--- src/rtl/core/qpr_pkg.sv ---
// Shared constants for the quaternion point rotation pipeline.
// No dependencies; used by every module of the block.
`default_nettype none

package qpr_pkg;

    // Three coordinates per point, a 3x3 rotation matrix per quaternion
    localparam int NUM_AXES = 3;
    localparam int NUM_COEF = NUM_AXES * NUM_AXES;

endpackage

`default_nettype wire

--- src/rtl/core/qpr_round.sv ---
// Drop fraction bits, saturate to the coordinate range, output register.
// Depends on qpr_pkg.
`default_nettype none

module qpr_round #(
    parameter int QUAT_WIDTH  = 16,
    parameter int COORD_WIDTH = 24,
    parameter int AW          = 2 * QUAT_WIDTH + COORD_WIDTH + 4
) (
    input  wire logic                    clk,
    input  wire logic                    rst_n,
    input  wire logic                    in_valid,
    output logic                         in_ready,
    input  wire logic signed [AW-1:0]    acc [qpr_pkg::NUM_AXES],
    output logic                         out_valid,
    input  wire logic                    out_ready,
    output logic [COORD_WIDTH-1:0]       rotated [qpr_pkg::NUM_AXES],
    output logic                         clipped
);

    localparam int F  = 2 * (QUAT_WIDTH - 1);
    localparam int RW = AW - F;
    localparam logic signed [RW-1:0] MAX_V =
        {{(RW - COORD_WIDTH + 1){1'b0}}, {(COORD_WIDTH - 1){1'b1}}};
    localparam logic signed [RW-1:0] MIN_V = ~MAX_V;

    logic                   valid_reg;
    logic                   valid_next;
    logic [COORD_WIDTH-1:0] rot_reg [qpr_pkg::NUM_AXES];
    logic [COORD_WIDTH-1:0] rot_next [qpr_pkg::NUM_AXES];
    logic                   clip_reg;
    logic                   clip_next;
    logic signed [RW-1:0]   rnd [qpr_pkg::NUM_AXES];
    logic                   en;

    assign en         = !valid_reg || out_ready;
    assign in_ready   = en;
    assign valid_next = en ? in_valid : valid_reg;

    // floor after the half was added; clamp each axis
    always_comb
    begin
        clip_next = 1'b0;
        for (int r = 0; r < qpr_pkg::NUM_AXES; r++)
        begin
            rnd[r] = acc[r][AW-1:F];
            if (rnd[r] > MAX_V)
            begin
                rot_next[r] = MAX_V[COORD_WIDTH-1:0];
                clip_next   = 1'b1;
            end
            else if (rnd[r] < MIN_V)
            begin
                rot_next[r] = MIN_V[COORD_WIDTH-1:0];
                clip_next   = 1'b1;
            end
            else
            begin
                rot_next[r] = rnd[r][COORD_WIDTH-1:0];
            end
        end
    end

    always_ff @(posedge clk or negedge rst_n)
    begin
        if (!rst_n)
        begin
            valid_reg <= 1'b0;
        end
        else
        begin
            valid_reg <= valid_next;
        end
    end

    always_ff @(posedge clk)
    begin
        if (en && in_valid)
        begin
            rot_reg  <= rot_next;
            clip_reg <= clip_next;
        end
    end

    assign out_valid = valid_reg;
    assign rotated   = rot_reg;
    assign clipped   = clip_reg;

endmodule

`default_nettype wire

--- config.mk ---
export PLATFORM = sky130hd
export DESIGN_NAME = qpr_round
export DESIGN_NICKNAME = d
export VERILOG_FILES = /design/src/rtl/core/qpr_pkg.sv /design/src/rtl/core/qpr_round.sv
export SDC_FILE = /design/constraint.sdc
export NUM_CORES = 1
export LEC_CHECK = 0
export BUFFER_PORTS_ARGS = -buffer_cell sky130_fd_sc_hd__buf_2
export CORE_AREA = 2 2 101 103
export CTS_BUF_LIST = sky130_fd_sc_hd__clkbuf_4 sky130_fd_sc_hd__clkbuf_8 sky130_fd_sc_hd__clkbuf_16
export CTS_CLUSTER_DIAMETER = 40
export DETAILED_ROUTE_END_ITERATION = 7
export DIE_AREA = 0 0 103 105
export GPL_ROUTABILITY_DRIVEN = 0
export HOLD_SLACK_MARGIN = 0.03
export MAX_ROUTING_LAYER = met4
export PLACE_DENSITY = 0.67
export SYNTH_ARGS = -nofsm -noshare
export SYNTH_HDL_FRONTEND = slang
export SYNTH_SLANG_ARGS = --single-unit
--- constraint.sdc ---
create_clock -name clk -period 3.6 [get_ports clk]
set_clock_uncertainty 0.2 [all_clocks]
set_input_delay 0.36 -clock clk [delete_from_list [all_inputs] [get_ports clk]]
set_output_delay 0.36 -clock clk [all_outputs]
set_load 0.05 [all_outputs]
After elaboration in Yosys (flattened, before gate mapping)
Index checks and enable logic that the tools add are counted.
W data, S select, Z words.
{"block": "op_classes", "muxes": 4, "n_lt_le_gt_ge": 6, "n_reduce_logical": 4}
{"op": "$gt A30 B24 Y1 const B", "count": 3}
{"op": "$lt A30 B24 Y1 const B", "count": 3}
{"op": "$mux W24", "count": 3}
{"op": "$reduce_or A5 Y1", "count": 1}
{"op": "$logic_and A1 B1 Y1", "count": 1}
{"op": "$logic_not A1 Y1", "count": 1}
{"op": "$logic_or A1 B1 Y1", "count": 1}
{"op": "$mux W1", "count": 1}
{"block": "totals", "out_inout_bits": 75, "inputBits": 184, "regBits": 74, "wordCells": 19}

Logic depth before layout (Yosys ltp)
{"block": "logic_depth", "ltp_word": 3, "ltp_mapped": 5, "depth_no_buf": 4}

Worst setup path before layout
No wires, ideal clock.
{"block": "synth_path", "path_type": "register -> register", "from": "register valid_reg, in the netlist out_valid", "to": "register clip_reg, in the netlist clipped (enable)", "t_arrival_ps": 2851, "slack_ps": 110, "setup_ps": 439, "path_stages_with_launch": 3, "path_cell_list": "dfrtp_1 > nand2b_1 > and2_1"}
{"block": "synth_via", "elab_chain_cells": 3}
{"item": "start, declared", "line_no": "qpr_round.sv:27", "rtl": "logic valid_reg;"}
{"item": "start signal, assigned", "line_no": "qpr_round.sv:72", "rtl": "valid_reg <= valid_next;"}
{"item": "$logic_not A1 Y1", "line_no": "qpr_round.sv:36", "rtl": "assign en = !valid_reg || out_ready;"}
{"item": "$logic_or A1 B1 Y1", "line_no": "qpr_round.sv:36"}
{"item": "via in_ready", "line_no": "qpr_round.sv:13", "rtl": "output logic in_ready,"}
{"item": "$logic_and A1 B1 Y1", "line_no": "qpr_round.sv:78", "rtl": "if (en && in_valid)"}
{"item": "end signal, assigned", "line_no": "qpr_round.sv:81", "rtl": "clip_reg <= clip_next;"}
{"item": "end, declared", "line_no": "qpr_round.sv:31", "rtl": "logic clip_reg;"}
The timed path passes the listed nets, and every way through them passes these cells.
A chain may end at the register's enable or synchronous reset.

Final worst setup path
{"block": "layout_path", "from": "input acc[59] (netlist name)", "to": "register rot_reg (netlist bit rotated[1]), data pin"}
{"block": "layout_via", "elab_chain_cells": 2, "elab_cells_between_ends": 3, "classes_between": "2 x order compare; 1 x mux"}
{"item": "start, declared", "line_no": "qpr_round.sv:14", "rtl": "input wire logic signed [AW-1:0] acc [qpr_pkg::NUM_AXES],"}
{"item": "$lt A30 B24 Y1", "line_no": "qpr_round.sv:52", "rtl": "else if (rnd[r] < MIN_V)"}
{"item": "$mux W24", "line_no": "qpr_round.sv:52"}
{"item": "end signal, assigned", "line_no": "qpr_round.sv:80", "rtl": "rot_reg <= rot_next;"}
{"item": "end, declared", "line_no": "qpr_round.sv:29", "rtl": "logic [COORD_WIDTH-1:0] rot_reg [qpr_pkg::NUM_AXES];"}
Several ways; a longest one is shown, not always the timed one.

==> results by group <==
Cells and area
  • Antenna cells: 0
  • Area Overhead vs Synth: 41.81%
  • # nets final: approximately 540
  • Multi-input gate area: approximately 710 um^2
  • Fillers: 948
  • Share of cells above drive strength 1: 0.5315
  • FF+latch area: about 0.0022 mm^2

Setup path
  • Setup crit start kind: input pin
  • Critical Path Sink Type: register
  • Critical path's top delay family: compound AO/OA/AOI/OAI gates
  • Crit path kind: input pin to register
  • Worst Path Arrival: between 2 and 2.5 ns
  • CP max stage cell: a31oi_2
  • Crit-path max FO: 23
  • Cell Chain, Critical Path: dlygate4sd3_1 -> buf_2 -> a31oi_2 -> a21o_1
  • CP max stage delay: ~0.85 ns
  • CP Data Required Time: around 3.6 ns
  • Buffer and inverter count on the worst path: 2

Yosys
  • Syn Area/Cell: 16.05 um^2
  • Post-Syn Area: around 0.003 mm^2
  • Synth area leader: edfxtp_1
  • Post-synth cell types: 20
  • Synthesis Warnings: 0
  • Syn nets: 371
  • Main area contributors after synthesis: edfxtp_1, a21o_1, buf_6
  • Yosys top cell area share: 0.7303
  • Post-Syn Instances: about 190
  • FF+latch count, synth: 74
  • Sequential area share after synthesis: 0.7386

STA
  • Fin crit period: 2.055 ns
  • Setup TNS: 0 ns
  • Final WS setup: ~1.5 ns
  • F_max: 486.7 MHz
  • RSZ-0062 raised after global routing: no
  • Slew at the pin with the worst max-slew slack: 1.100 ns
  • Final Hold Fails: 0
  • Slew headroom: 0.2640
  • Slew Viols, Final: 0
  • Period utilization: 0.5707
  • Final setup viols: 0

Clocking
  • Root buffer cell: clkbuf_8
  • Clock buffer depth: 2
  • Number of buffers created by CTS: 9
  • CTS tree: done
  • Htree depth: 3
  • Clk pin slew, worst setup/hold paths: 0.09 ns
  • Clk_lat worst skew: 0.33 ns
  • Sink Count: 74
  • # resized after CTS: 0

Outcome
  • Run status: finished clean

GRT
  • Largest net degree at the start of global routing: 74
  • Vias in the first global route: 2253
  • First-pass GRT wire length: roughly 11000 um
  • Initial antenna violation count: 0
  • Gr ovfl total: 0
  • Overall global routing resource usage: 0.1359

Die
  • Chip width: 103 um
  • Core region area: 0.009639 mm^2
  • I/O pin count: 259
  • Initial Util: 0.3114
  • Placement Rows: 36
  • Area of the die: 0.01082 mm^2
  • Die height: 105 um

Route
  • Wire length on met3: 644 um
  • Drt first pass iters: 4
  • Routed WL: between 7000 and 8000 um
  • Via Count: 2202
  • Met2 Wirelength: 3384 um
  • DRC: 0
  • Routed len/inst: between 10 and 15 um
  • Via/cell ratio: 4.422
  • Met1 Routed Length: 3041 um
  • Iteration-0 DRC Markers: 72
  • Routed Antenna Nets: 0
  • Max layer used: met4

Placement
  • DP HPWL: just over 5000 um
  • Port bufs: approximately 170
  • Setup WS pre-CTS: 1.502 ns

Run
  • MaxCap Viol Count: 0

Worst hold path
  • Min-Delay Path Class: input pin to register

Power and ir drop
  • Power, Total: between 2000 and 2500 uW
  • Leak: 0.001957 uW
  • Pwr dens: 513.8 mW/mm^2
  • Worst vdd ir: 0.2266 mV
per-layer routing:
metal	up-vias	global-route usage
li1	1065	-
met5	-	-
met3	7	0.05017
met4	0	0.03665
met1	1012	0.1620
met2	118	0.2161
cell families (layout without fill, tap and decap cells):
logic type	count (synthesis)	after routing	synth area share
multiplexers	3	3	0.01042
AND/OR/NAND/NOR	23	23	0.04419
AO/OA/AOI/OAI	72	72	0.1780
buffers and inverters	15	193	0.02876
flip-flops	74	74	0.7386
final timing paths:
check                           from          end  slack (ns)  cells past startpoint
setup / recovery             acc[59]   rotated[1]        1.55                      4
hold reg to reg            out_valid    out_valid        0.35                      2
setup reg to reg           out_valid  rotated[42]        1.71                      2
hold / removal              acc[162]  rotated[60]        0.08                      2
min in group asynchronous      rst_n    out_valid        0.11                      2
max in group asynchronous      rst_n    out_valid        3.01                      2
power breakdown:
part / leakage (uW) / total, uW / switching, uW / internal [uW]
combinational: 0.00116 / 377 / 268 / 109
clock: 0.000117 / 789 / 318 / 471
sequential: 0.000686 / 1020 / 11.4 / 1010
layout by cell type (no fill, tap or decap), drive strengths merged:
| cell type | netlist | routed |
|---|---|---|
| o21ai | 2 | 2 |
| clkbuf | 11 | 10 |
| buf | 4 | 172 |
| and2 | 1 | 1 |
| dfrtp | 1 | 1 |
| nand2b | 2 | 2 |
| nand2 | 3 | 3 |
| clkinvlp | 0 | 2 |
| dlygate4sd3 | 0 | 5 |
| bufinv | 0 | 3 |
| nand3 | 2 | 2 |
| a31oi | 1 | 1 |
| nor3 | 2 | 2 |
| edfxtp | 73 | 73 |
| or3 | 1 | 1 |
| mux2 | 1 | 1 |
| nand4 | 2 | 2 |
| or4 | 2 | 2 |
| a21o | 69 | 69 |
| inv | 0 | 1 |
| nor2 | 7 | 7 |
| and4 | 1 | 1 |
| mux2i | 2 | 2 |
through the flow:
step	area (um^2)	instances	util	hold WS, ns
CTS	4237	496	0.4395	0.03018
detailed placement	3961	477	0.4110	-0.06268
floorplan	3002	187	-	-0.1356
finish	4257	498	0.4416	0.08134
global placement	3961	477	0.4110	-0.06522
global route	4257	498	0.4416	0.05591
registers in the layout, indices dropped and copies added, names as in the netlist:
register and cells:
clipped 1, out_valid 1, rotated 72
synthesized netlist by cell type:
cell type and number:
nand2b_1 2, nand2_1 3, buf_6 4, and4_1 1, o21ai_1 2, edfxtp_1 73, clkbuf_1 11, or3_1 1
a21o_1 69, mux2_2 1, a31oi_1 1, or4_4 1, mux2i_1 2, nand3_1 2, nor2_1 7, dfrtp_1 1
or4_1 1, nor3_2 2, and2_1 1, nand4_1 2
cell type report:
class,count,area share
clock inverter,6,0.02675
tap,133,0.03909
multi-input combinational,98,0.1661
clock buffer,10,0.03086
timing repair buffer,177,0.2163
sequential,74,0.5209
timing repair:
action / 4_1_cts / 5_1_grt
hold buffers: 3 / 2
buffers inserted: 0 / 0
hold endpoints to repair: 3 / 2
No activity file was read; power rests on OpenSTA's default activity.
